==> src/design/gdad_pkg.sv <==
// ---------------------------------------------------------------------------
// gdad_pkg
// Types, constants and calendar helpers for the date adder.
// ---------------------------------------------------------------------------
package gdad_pkg;

  localparam int unsigned DAYS_WIDTH = 20;
  localparam int unsigned YEAR_W     = 14;
  localparam int unsigned MONTH_W    = 4;
  localparam int unsigned DAY_W      = 5;
  localparam int unsigned YLEN_W     = 9;

  localparam logic [MONTH_W-1:0] MONTH_JAN = MONTH_W'(1);
  localparam logic [MONTH_W-1:0] MONTH_FEB = MONTH_W'(2);
  localparam logic [MONTH_W-1:0] MONTH_DEC = MONTH_W'(12);

  localparam logic [YLEN_W-1:0] YEAR_DAYS      = YLEN_W'(365);
  localparam logic [YLEN_W-1:0] LEAP_YEAR_DAYS = YLEN_W'(366);
  localparam logic [DAY_W-1:0]  LEAP_FEB_DAYS  = DAY_W'(29);
  localparam logic [DAY_W-1:0]  FEB_DAYS       = DAY_W'(28);
  localparam logic [DAY_W-1:0]  LONG_MONTH     = DAY_W'(31);
  localparam logic [DAY_W-1:0]  SHORT_MONTH    = DAY_W'(30);

  // Multiplicative inverse of 25 modulo 2^14: y is a multiple of 25 exactly
  // when y * INV25 (mod 2^14) does not exceed floor((2^14 - 1) / 25).
  localparam logic [YEAR_W-1:0] INV25     = YEAR_W'(7209);
  localparam logic [YEAR_W-1:0] DIV25_MAX = YEAR_W'(((1 << YEAR_W) - 1) / 25);

  typedef enum logic [2:0] {
    ST_IDLE,
    ST_PREP,
    ST_YEAR,
    ST_MONTH,
    ST_FINISH
  } state_e;

  typedef struct packed {
    logic in_ready;
    logic load;
    logic prep;
    logic year_step;
    logic month_step;
    logic finish;
  } cmd_t;

  typedef struct packed {
    logic year_go;
    logic month_go;
    logic out_free;
  } status_t;

  // Divisible by 400 is divisible by 16 and 25; by 100 is by 4 and 25.
  function automatic logic is_leap(input logic [YEAR_W-1:0] y);
    logic [2*YEAR_W-1:0] prod;
    logic                div25;
    prod  = (2*YEAR_W)'(y) * (2*YEAR_W)'(INV25);
    div25 = (prod[YEAR_W-1:0] <= DIV25_MAX);
    return (y[1:0] == 2'b00) && (!div25 || (y[3:0] == 4'b0000));
  endfunction

  function automatic logic [DAY_W-1:0] month_days(input logic [MONTH_W-1:0] m,
                                                  input logic               leap);
    logic [DAY_W-1:0] len;
    case (m)
      4'd1, 4'd3, 4'd5, 4'd7, 4'd8, 4'd10, 4'd12: len = LONG_MONTH;
      4'd4, 4'd6, 4'd9, 4'd11:                    len = SHORT_MONTH;
      4'd2:                                       len = leap ? LEAP_FEB_DAYS : FEB_DAYS;
      default:                                    len = '0;
    endcase
    return len;
  endfunction

endpackage

==> src/design/gdad_in_if.sv <==
// ---------------------------------------------------------------------------
// gdad_in_if / gdad_out_if
// Valid/ready channels for start dates and result dates.
// ---------------------------------------------------------------------------
interface gdad_in_if #(
  parameter int unsigned DAYS_WIDTH = gdad_pkg::DAYS_WIDTH
);
  logic                           valid;
  logic                           ready;
  logic [gdad_pkg::YEAR_W-1:0]    start_year;
  logic [gdad_pkg::MONTH_W-1:0]   start_month;
  logic [gdad_pkg::DAY_W-1:0]     start_day;
  logic [DAYS_WIDTH-1:0]          days_to_add;

  modport source (output valid, start_year, start_month, start_day, days_to_add,
                  input ready);
  modport sink   (input valid, start_year, start_month, start_day, days_to_add,
                  output ready);
endinterface

interface gdad_out_if;
  logic                         valid;
  logic                         ready;
  logic [gdad_pkg::YEAR_W-1:0]  result_year;
  logic [gdad_pkg::MONTH_W-1:0] result_month;
  logic [gdad_pkg::DAY_W-1:0]   result_day;

  modport source (output valid, result_year, result_month, result_day, input ready);
  modport sink   (input valid, result_year, result_month, result_day, output ready);
endinterface

==> src/design/gregorian_date_add_days.sv <==
// ---------------------------------------------------------------------------
// gregorian_date_add_days
// Adds a day count to a Gregorian date: whole years, whole months, then days.
// ---------------------------------------------------------------------------
//  Channel  Dir  Beat contents
//  in_i     in   start_year, start_month, start_day, days_to_add
//  out_o    out  result_year, result_month, result_day
//
//  An item is loaded on acceptance, its leap flags are prepared, then the year
//  loop skips Y whole years (up to about 2^DAYS_WIDTH / 365) and the month loop
//  M whole months (at most 12), and the finish step writes the result.
//  The input reopens as the result is written. The result register lets the
//  next beat in while a result waits, but that item's last step stalls until
//  the register is free. Reset clears the sequencer and the result valid.
// ---------------------------------------------------------------------------
module gregorian_date_add_days #(
  parameter int unsigned DAYS_WIDTH = gdad_pkg::DAYS_WIDTH
) (
  input  logic       clk_i,
  input  logic       rst_ni,
  gdad_in_if.sink    in_i,
  gdad_out_if.source out_o
);

  gdad_pkg::cmd_t    cmd;
  gdad_pkg::status_t status;

  gdad_ctrl u_ctrl (
    .clk_i      (clk_i),
    .rst_ni     (rst_ni),
    .in_valid_i (in_i.valid),
    .status_i   (status),
    .cmd_o      (cmd)
  );

  gdad_dpath #(
    .DAYS_WIDTH (DAYS_WIDTH)
  ) u_dpath (
    .clk_i          (clk_i),
    .rst_ni         (rst_ni),
    .cmd_i          (cmd),
    .status_o       (status),
    .start_year_i   (in_i.start_year),
    .start_month_i  (in_i.start_month),
    .start_day_i    (in_i.start_day),
    .days_to_add_i  (in_i.days_to_add),
    .out_valid_o    (out_o.valid),
    .out_ready_i    (out_o.ready),
    .result_year_o  (out_o.result_year),
    .result_month_o (out_o.result_month),
    .result_day_o   (out_o.result_day)
  );

  assign in_i.ready = cmd.in_ready;

endmodule

==> src/design/gdad_ctrl.sv <==
// ---------------------------------------------------------------------------
// gdad_ctrl
// Sequencer: load, prepare leap flags, skip years, skip months, finish.
// ---------------------------------------------------------------------------
module gdad_ctrl (
  input  logic              clk_i,
  input  logic              rst_ni,
  input  logic              in_valid_i,
  input  gdad_pkg::status_t status_i,
  output gdad_pkg::cmd_t    cmd_o
);

  gdad_pkg::state_e state_q, state_d;

  always_ff @(posedge clk_i or negedge rst_ni) begin
    if (!rst_ni) begin
      state_q <= gdad_pkg::ST_IDLE;
    end else begin
      state_q <= state_d;
    end
  end

  always_comb begin
    state_d = state_q;
    case (state_q)
      gdad_pkg::ST_IDLE: begin
        if (in_valid_i) state_d = gdad_pkg::ST_PREP;
      end
      gdad_pkg::ST_PREP:  state_d = gdad_pkg::ST_YEAR;
      gdad_pkg::ST_YEAR: begin
        if (!status_i.year_go) state_d = gdad_pkg::ST_MONTH;
      end
      gdad_pkg::ST_MONTH: begin
        if (!status_i.month_go) state_d = gdad_pkg::ST_FINISH;
      end
      gdad_pkg::ST_FINISH: begin
        if (status_i.out_free) state_d = gdad_pkg::ST_IDLE;
      end
      default: state_d = gdad_pkg::ST_IDLE;
    endcase
  end

  always_comb begin
    cmd_o = '0;
    case (state_q)
      gdad_pkg::ST_IDLE: begin
        cmd_o.in_ready = 1'b1;
        cmd_o.load     = in_valid_i;
      end
      gdad_pkg::ST_PREP:   cmd_o.prep       = 1'b1;
      gdad_pkg::ST_YEAR:   cmd_o.year_step  = status_i.year_go;
      gdad_pkg::ST_MONTH:  cmd_o.month_step = status_i.month_go;
      gdad_pkg::ST_FINISH: cmd_o.finish     = status_i.out_free;
      default:             cmd_o = '0;
    endcase
  end

endmodule

==> src/design/gdad_dpath.sv <==
// ---------------------------------------------------------------------------
// gdad_dpath
// Date registers, remaining-day counter, leap flags and the result register.
// ---------------------------------------------------------------------------
module gdad_dpath #(
  parameter int unsigned DAYS_WIDTH = gdad_pkg::DAYS_WIDTH
) (
  input  logic                         clk_i,
  input  logic                         rst_ni,
  input  gdad_pkg::cmd_t               cmd_i,
  output gdad_pkg::status_t            status_o,
  input  logic [gdad_pkg::YEAR_W-1:0]  start_year_i,
  input  logic [gdad_pkg::MONTH_W-1:0] start_month_i,
  input  logic [gdad_pkg::DAY_W-1:0]   start_day_i,
  input  logic [DAYS_WIDTH-1:0]        days_to_add_i,
  output logic                         out_valid_o,
  input  logic                         out_ready_i,
  output logic [gdad_pkg::YEAR_W-1:0]  result_year_o,
  output logic [gdad_pkg::MONTH_W-1:0] result_month_o,
  output logic [gdad_pkg::DAY_W-1:0]   result_day_o
);

  localparam int unsigned YW = gdad_pkg::YEAR_W;
  localparam int unsigned MW = gdad_pkg::MONTH_W;
  localparam int unsigned DW = gdad_pkg::DAY_W;

  logic [YW-1:0]         year_q, out_year_q;
  logic [MW-1:0]         month_q, out_month_q;
  logic [DW-1:0]         day_q, out_day_q;
  logic [DAYS_WIDTH-1:0] rest_q;
  logic                  leap_cur_q, leap_nxt_q;
  logic                  out_valid_q;

  logic [YW-1:0]                 year_inc, year_inc2;
  logic                          month_wrap;
  logic [MW-1:0]                 month_nx;
  logic [DW-1:0]                 mlen;
  logic [gdad_pkg::YLEN_W-1:0]   ylen;
  logic                          skip_leap;
  logic [DW:0]                   day_sum;
  logic                          day_over;

  assign year_inc   = year_q + YW'(1);
  assign year_inc2  = year_q + YW'(2);
  // Months 12 to 15 all roll into January of the following year.
  assign month_wrap = (month_q >= gdad_pkg::MONTH_DEC);
  assign month_nx   = month_wrap ? gdad_pkg::MONTH_JAN : month_q + MW'(1);

  assign mlen = gdad_pkg::month_days(month_q, leap_cur_q);

  // Past February the year being skipped spans the following year's February.
  assign skip_leap = (month_q > gdad_pkg::MONTH_FEB) ? leap_nxt_q : leap_cur_q;
  assign ylen      = skip_leap ? gdad_pkg::LEAP_YEAR_DAYS : gdad_pkg::YEAR_DAYS;

  // The remainder is below the month length here, so five bits carry it.
  assign day_sum  = {1'b0, day_q} + {1'b0, rest_q[DW-1:0]};
  assign day_over = (day_sum > {1'b0, mlen});

  assign status_o.year_go  = (rest_q >= DAYS_WIDTH'(ylen));
  assign status_o.month_go = (rest_q >= DAYS_WIDTH'(mlen));
  assign status_o.out_free = !out_valid_q || out_ready_i;

  always_ff @(posedge clk_i) begin
    if (cmd_i.load) begin
      year_q  <= start_year_i;
      month_q <= start_month_i;
      day_q   <= start_day_i;
      rest_q  <= days_to_add_i;
    end
    if (cmd_i.prep) begin
      leap_cur_q <= gdad_pkg::is_leap(year_q);
      leap_nxt_q <= gdad_pkg::is_leap(year_inc);
    end
    if (cmd_i.year_step) begin
      year_q     <= year_inc;
      rest_q     <= rest_q - DAYS_WIDTH'(ylen);
      leap_cur_q <= leap_nxt_q;
      leap_nxt_q <= gdad_pkg::is_leap(year_inc2);
    end
    if (cmd_i.month_step) begin
      month_q <= month_nx;
      rest_q  <= rest_q - DAYS_WIDTH'(mlen);
      if (month_wrap) begin
        year_q     <= year_inc;
        leap_cur_q <= leap_nxt_q;
        leap_nxt_q <= gdad_pkg::is_leap(year_inc2);
      end
    end
    if (cmd_i.finish) begin
      if (day_over) begin
        out_month_q <= month_nx;
        out_year_q  <= month_wrap ? year_inc : year_q;
        out_day_q   <= DW'(day_sum - {1'b0, mlen});
      end else begin
        out_month_q <= month_q;
        out_year_q  <= year_q;
        out_day_q   <= day_sum[DW-1:0];
      end
    end
  end

  always_ff @(posedge clk_i or negedge rst_ni) begin
    if (!rst_ni) begin
      out_valid_q <= 1'b0;
    end else if (cmd_i.finish) begin
      out_valid_q <= 1'b1;
    end else if (out_ready_i) begin
      out_valid_q <= 1'b0;
    end
  end

  assign out_valid_o    = out_valid_q;
  assign result_year_o  = out_year_q;
  assign result_month_o = out_month_q;
  assign result_day_o   = out_day_q;

endmodule

==> src/flat_wrapper.sv <==
// flat-port wrapper written by rule: the top's interface ports become plain ports
module gregorian_date_add_days_flat 
#(
  parameter int unsigned DAYS_WIDTH = gdad_pkg::DAYS_WIDTH
)
  (clk_i, rst_ni, in_i_valid, in_i_start_year, in_i_start_month, in_i_start_day, in_i_days_to_add, in_i_ready, out_o_valid, out_o_result_year, out_o_result_month, out_o_result_day, out_o_ready);
  gdad_in_if #(.DAYS_WIDTH(DAYS_WIDTH)) in_i_i ();
  gdad_out_if out_o_i ();
  input  logic clk_i;
  input  logic rst_ni;
  input wire logic [$bits(in_i_i.valid)-1:0] in_i_valid;
  input wire logic [$bits(in_i_i.start_year)-1:0] in_i_start_year;
  input wire logic [$bits(in_i_i.start_month)-1:0] in_i_start_month;
  input wire logic [$bits(in_i_i.start_day)-1:0] in_i_start_day;
  input wire logic [$bits(in_i_i.days_to_add)-1:0] in_i_days_to_add;
  output wire logic [$bits(in_i_i.ready)-1:0] in_i_ready;
  output wire logic [$bits(out_o_i.valid)-1:0] out_o_valid;
  output wire logic [$bits(out_o_i.result_year)-1:0] out_o_result_year;
  output wire logic [$bits(out_o_i.result_month)-1:0] out_o_result_month;
  output wire logic [$bits(out_o_i.result_day)-1:0] out_o_result_day;
  input wire logic [$bits(out_o_i.ready)-1:0] out_o_ready;
  assign in_i_i.valid = in_i_valid;
  assign in_i_i.start_year = in_i_start_year;
  assign in_i_i.start_month = in_i_start_month;
  assign in_i_i.start_day = in_i_start_day;
  assign in_i_i.days_to_add = in_i_days_to_add;
  assign in_i_ready = in_i_i.ready;
  assign out_o_valid = out_o_i.valid;
  assign out_o_result_year = out_o_i.result_year;
  assign out_o_result_month = out_o_i.result_month;
  assign out_o_result_day = out_o_i.result_day;
  assign out_o_i.ready = out_o_ready;
  gregorian_date_add_days #(.DAYS_WIDTH(DAYS_WIDTH)) u_core (.clk_i(clk_i), .rst_ni(rst_ni), .in_i(in_i_i), .out_o(out_o_i));
endmodule
==> config.mk <==
export PLATFORM = sky130hd
export DESIGN_NAME = gregorian_date_add_days_flat
export DESIGN_NICKNAME = d
export VERILOG_FILES = /design/src/design/gdad_pkg.sv /design/src/design/gdad_in_if.sv /design/src/design/gregorian_date_add_days.sv /design/src/design/gdad_ctrl.sv /design/src/design/gdad_dpath.sv /design/src/flat_wrapper.sv
export SDC_FILE = /design/constraint.sdc
export NUM_CORES = 1
export LEC_CHECK = 0
export ABC_CLOCK_PERIOD_IN_PS = 7200
export BUFFER_PORTS_ARGS = -buffer_cell sky130_fd_sc_hd__buf_2
export CORE_MARGIN = 8
export CORE_UTILIZATION = 45
export CTS_CLUSTER_DIAMETER = 50
export DETAILED_ROUTE_END_ITERATION = 7
export MAX_ROUTING_LAYER = met4
export PLACE_DENSITY = 0.74
export SLEW_MARGIN = 20
export SYNTH_ARGS = -nofsm -noshare
export SYNTH_HDL_FRONTEND = slang
export SYNTH_SLANG_ARGS = --single-unit
==> constraint.sdc <==
create_clock -name clk_i -period 7.2 [get_ports clk_i]
set_input_delay 1.08 -clock clk_i [delete_from_list [all_inputs] [get_ports clk_i]]
set_output_delay 1.08 -clock clk_i [all_outputs]
set_load 0.005 [all_outputs]
* Word level (Yosys, flattened, before mapping)
Index checks and enable logic that the tools add are counted.
** Operators by class
- Add/subtract/negate cells :: 7
- $mul :: 3
- $lt $le $gt $ge :: 8
- Equality and inequality tests :: 20
- Muxes and demuxes :: 38
- Reduce and logical (&&, ||, !) cells :: 24
** Operators by type and width (count)
- 14-bit 2-to-1 mux :: 6
- 20-bit 2-to-1 mux :: 3
- 14-bit by 10-bit less-or-equal comparator with 1-bit output (second input constant) :: 3
- 14-bit by 13-bit multiplier with 14-bit output (second input constant) :: 3
- 4-bit == test (second input constant) :: 5
- 20-bit by 5-bit greater-or-equal comparator with 1-bit output :: 1
- 20-bit by 9-bit greater-or-equal comparator with 1-bit output :: 1
- 20-bit by 5-bit subtractor with 20-bit output :: 1
- 20-bit by 9-bit subtractor with 20-bit output :: 1
- 4-bit by 3-bit == test with 1-bit output (second input constant) :: 4
- 1-bit 2-to-1 mux :: 16
- 4-bit 2-to-1 mux :: 4
- 3-bit case mux with 5 select lines :: 1
- 5-bit case mux with 3 select lines :: 1
- 14-bit by 1-bit adder with 14-bit output (second input constant) :: 1
- 14-bit by 2-bit adder with 14-bit output (second input constant) :: 1
- 4-bit zero test :: 3
- 3-bit 2-to-1 mux :: 4
- 4-bit by 2-bit == test with 1-bit output (second input constant) :: 2
- 2-bit inequality test (second input constant) :: 4
- 7-bit OR reduction :: 1
- 5-bit by 5-bit adder with 6-bit output :: 1
- 3-bit by 2-bit == test with 1-bit output (second input constant) :: 2
- 6-bit by 5-bit > comparator with 1-bit output :: 1
- 18 further kinds :: 30
** Storage, ports and cells
- Register bits :: 72
- Output and inout bits :: 25
- Logic and storage cells :: 111

* Depth between registers and ports, before layout
- Word-level depth :: 10
- Depth in mapped cells :: 21
- Depth with buffers taken out :: 20

* Hierarchy
A second synthesis with hierarchy kept.
** Unflattened totals
- Cells, all modules :: 921
- Area, all modules :: 8353.0 µm²
** Modules (own cells, without submodules)
- gdad_dpath :: instances 1, cells each 900, area an instance 8166.6 µm², seq. area each 1906.8 µm²
- gdad_ctrl :: instances 1, cells each 21, area an instance 186.4 µm², seq. area each 75.1 µm²

* Least setup slack after synthesis
OpenSTA, ideal clock, no wires.
- Kind :: register to register
- Start point :: reg u_core.u_dpath.year_q[0]
- End point :: reg u_core.u_dpath.leap_nxt_q
- Data arrival time :: 5.248 ns
- Required time :: 7.071 ns
- Path slack :: 1.823 ns
- Cell stages (with the launch flop) :: 20
- Path through :: dfxtp_1 > ha_1 > clkbuf_1 > nand3_1 > nor2_1 > and3_1 > xor2_1 > ha_1 > ha_1 > inv_1 > fa_1 > fa_1 > inv_1 > ha_1 > a221oi_1 > o221ai_1 > a2111oi_0 > or3b_1 > mux2i_1 > o32ai_1
** On the way
- Word-level cells in the longest chain between the ends :: 10
** RTL lines
- start, declared :: RTL line gdad_dpath.sv:27 : logic [YW-1:0] year_q, out_year_q;
- start signal, assigned :: RTL line gdad_dpath.sv:65 : year_q <= start_year_i;
- start signal, assigned :: RTL line gdad_dpath.sv:75 : year_q <= year_inc;
- start signal, assigned :: RTL line gdad_dpath.sv:84 : year_q <= year_inc;
- 14-bit by 1-bit adder with 14-bit output :: RTL line gdad_dpath.sv:43 : assign year_inc = year_q + YW'(1);
- 14-bit by 13-bit multiplier with 14-bit output :: RTL line gdad_pkg.sv:56 : prod = (2*YEAR_W)'(y) * (2*YEAR_W)'(INV25);
- 14-bit by 10-bit less-or-equal comparator with 1-bit output :: RTL line gdad_pkg.sv:57 : div25 = (prod[YEAR_W-1:0] <= DIV25_MAX);
- 1-bit zero test :: RTL line gdad_pkg.sv:58 : return (y[1:0] == 2'b00) && (!div25 || (y[3:0] == 4'b0000));
- 1-bit logical OR :: RTL line gdad_pkg.sv:58
- 1-bit logical AND :: RTL line gdad_pkg.sv:58
- 1-bit 2-to-1 mux :: RTL line gdad_dpath.sv:70 : if (cmd_i.prep) begin
- 1-bit 2-to-1 mux :: RTL line gdad_dpath.sv:74 : if (cmd_i.year_step) begin
- 1-bit 2-to-1 mux :: RTL line gdad_dpath.sv:83 : if (month_wrap) begin
- 1-bit 2-to-1 mux (*) :: RTL line gdad_dpath.sv:80 : if (cmd_i.month_step) begin
- end signal, assigned :: RTL line gdad_dpath.sv:72 : leap_nxt_q <= gdad_pkg::is_leap(year_inc);
- end signal, assigned :: RTL line gdad_dpath.sv:78 : leap_nxt_q <= gdad_pkg::is_leap(year_inc2);
- end signal, assigned :: RTL line gdad_dpath.sv:86 : leap_nxt_q <= gdad_pkg::is_leap(year_inc2);
- end, declared :: RTL line gdad_dpath.sv:31 : logic leap_cur_q, leap_nxt_q;
Every way passes the cells marked *; elsewhere a longest branch is shown, timed or not.
A chain may end at the register's enable or synchronous reset.

* Worst setup path in the final report
- Start point :: reg u_core.u_dpath.year_q[1]
- End point :: reg u_core.u_dpath.leap_nxt_q
The elaborated chain is that of the path after synthesis.

==> results.ini <==
[sta]
hold_viol_final = 0
rsz0062_at_grt = no
tns_ps = 0
fin_crit_ps = 6120
max_slew_margin_pct = 35.1
tightest_slew_ps = 969
fin_crit_sh_pct = 85.0
fin_skew_ps = 11.8
whs_ps = 536
finalSetupViolCount = 0
finalMaxSlewViolations = 0
setup_ws_ps = 1080
fmax_mhz = 163

[layout]
post-route-util_pct = 50.1
syn2layout_area_growth_pct = 10.0
fillCellCount = 1678
final_cell_mix = ha_1 (136), inv_1 (129), nand2_1 (72)
nNetsFinal = 1205
antenna_cells = 0
drive_above_1_share_pct = 11.5
mostFrequentLayoutCell = ha_1

[setup_path]
crit_chain = ha_1 > nand3_1 > nor2_1 > and3_1 > xor2_1 > ha_1 > ha_1 > inv_1 > fa_1 > fa_1 > inv_1 > ha_1 > a221oi_1 > o221ai_1 > a2111oi_0 > or3b_1 > mux2i_1 > o32ai_1
slowest_stage = dfxtp_1
critPathLaunchType = flop
cp_max_fo = 13
crit_type = reg2reg
crit_path_max_incr_delay_ps = 660
critPathTopFamily = adder cells
arrival_ps = 6340
critical_path.endpoint_type = flop
cp_common_cell = ha_1
crit_required_ps = 7420
critPathBufInv = 2

[clocking]
cts_root_buf = clkbuf_16
clkSinkCount = 72
clk_latency_ps = 350
cts_tree = built
cts_max_level = 3
cts_hold_buf = 0
clock_path_buffers = 2
cts_setup_buffers = 0
cts_buffers = 9
cts.repair.resized = 0
clk_pin_slew_worst_paths_ps = 70

[die]
dieWidth_um = 153
io_pins = 72
initial_utilization_pct = 45.5
die_area_sq_mm = 0.0234
core_sq_mm = 0.0186
die_h_um = 153
rows = 50

[route]
viasPerCell = 5.61
antenna_left = 0
drc = 0
vias = 6881
drt_wl_total_um = 20900
initialDrtViolationCount = 514
first_pass_iters = 5
post_drt_wl_per_cell_um = 17.0

[grt]
grt_util_met3_pct = 3.02
first_global_vias = 6922
busiest_layer = met2
grtUsageMet2_pct = 30.1
grtUsageMet1_pct = 22.9
gr-total-overflow = 0
grt_max_degree = 32
grt_pass1_wl_um = 34400
antenna_found_initial = 0
track_usage_pct = 18.4

[job]
max_cap_viol_count = 0

[place]
routabilityCongestion = 0.907
pre_cts_ws_ps = 1160
hpwl_um = 16300
portBuffers = 71

[synthesis]
synth_edf_count = 52
synth_area_leader_cell = ha_1
async_flop_share_pct = 5.56
synthesis.nets = 1152
yosysTopAreaCellShare_pct = 20.1
synth_ff_type = edfxtp_1
syn_avg_cell_area_sq_um = 9.05
seq_area_frac_synth_pct = 23.4
synth.ff_latch_count = 72
postSynthCellCount = 934
syn_area_sq_mm = 0.00846
synthTopCellsByArea = ha_1 (20%), edfxtp_1 (18%), fa_1 (8.3%)
ys_types = 75
ys_warn_count = 0

[worst_hold_path]
holdCritPathClass = in2async

[run_status]
status = completed

==> layer usage <==
layer  wire [um]  share of wire [%]
met3        1150                5.5
met2        9820                 47
met1        9450                 45
met4         435                2.1
met5           0                  0
==> Yosys cell counts, types with 14 or more instances <==
cell type / instances
clkbuf_1: 22
ha_1: 136
fa_1: 35
nand2_1: 72
nand3_1: 15
edfxtp_1: 52
inv_1: 129
nor2_1: 69
xnor2_1: 68
dfxtp_1: 16
a31oi_1: 14
a21oi_1: 33
nor3_1: 17
o21ai_0: 32
xor2_1: 33
==> kinds of logic after synthesis <==
logic type	share of synthesized area [%]
AND/OR/NAND/NOR	12.2
AO/OA/AOI/OAI	15.3
adder cells (fa/ha/maj)	28.4
buffers and inverters	7.95
XOR/XNOR	10.7
flip-flops	23.4
multiplexers	1.98
==> worst paths after layout <==
path,startpoint,end,slack [ps],cells after the start
max reg2reg,u_core.u_dpath.year_q[1],u_core.u_dpath.leap_nxt_q,1080,18
min,rst_ni,u_core.u_dpath.out_valid_o,540,1
max in group asynchronous,rst_ni,u_core.u_ctrl.state_q[1],6540,1
min in group clk_i,u_core.u_dpath.out_valid_o,u_core.u_dpath.out_valid_o,540,2
min reg2reg,u_core.u_dpath.out_valid_o,u_core.u_dpath.out_valid_o,540,2
max,u_core.u_dpath.year_q[1],u_core.u_dpath.leap_nxt_q,1080,18
==> sequential cells by signal, summed over array words and instances (netlist names) <==
register and cells:
u_core.u_ctrl.state_q 3, u_core.u_dpath.day_q 5, u_core.u_dpath.leap_cur_q 1, u_core.u_dpath.leap_nxt_q 1
u_core.u_dpath.month_q 4, u_core.u_dpath.out_valid_o 1, u_core.u_dpath.rest_q 20, u_core.u_dpath.result_day_o 5
u_core.u_dpath.result_month_o 4, u_core.u_dpath.result_year_o 14, u_core.u_dpath.year_q 14
==> layout make-up <==
cell class              instances  area [sq um]  area share, %
clock buffers                  10           229           2.46
clock inverters                 6          67.6          0.726
inverters                     129           484           5.21
multi-input cells             694          5820           62.5
flip-flops and latches         72          1980           21.3
well taps                     234           293           3.15
repair buffers                 81           430           4.63
==> metrics by stage <==
stage,std cells,cell area (sq um)
finish,1226,9300
global route,1226,9300
CTS,1226,9300
detailed placement,1210,9000
global placement,1210,9000
floorplan,934,8460
Power is left out: the tool's default activity adds up to more than one toggle a clock period on the data nets, which glitch-free logic cannot reach.
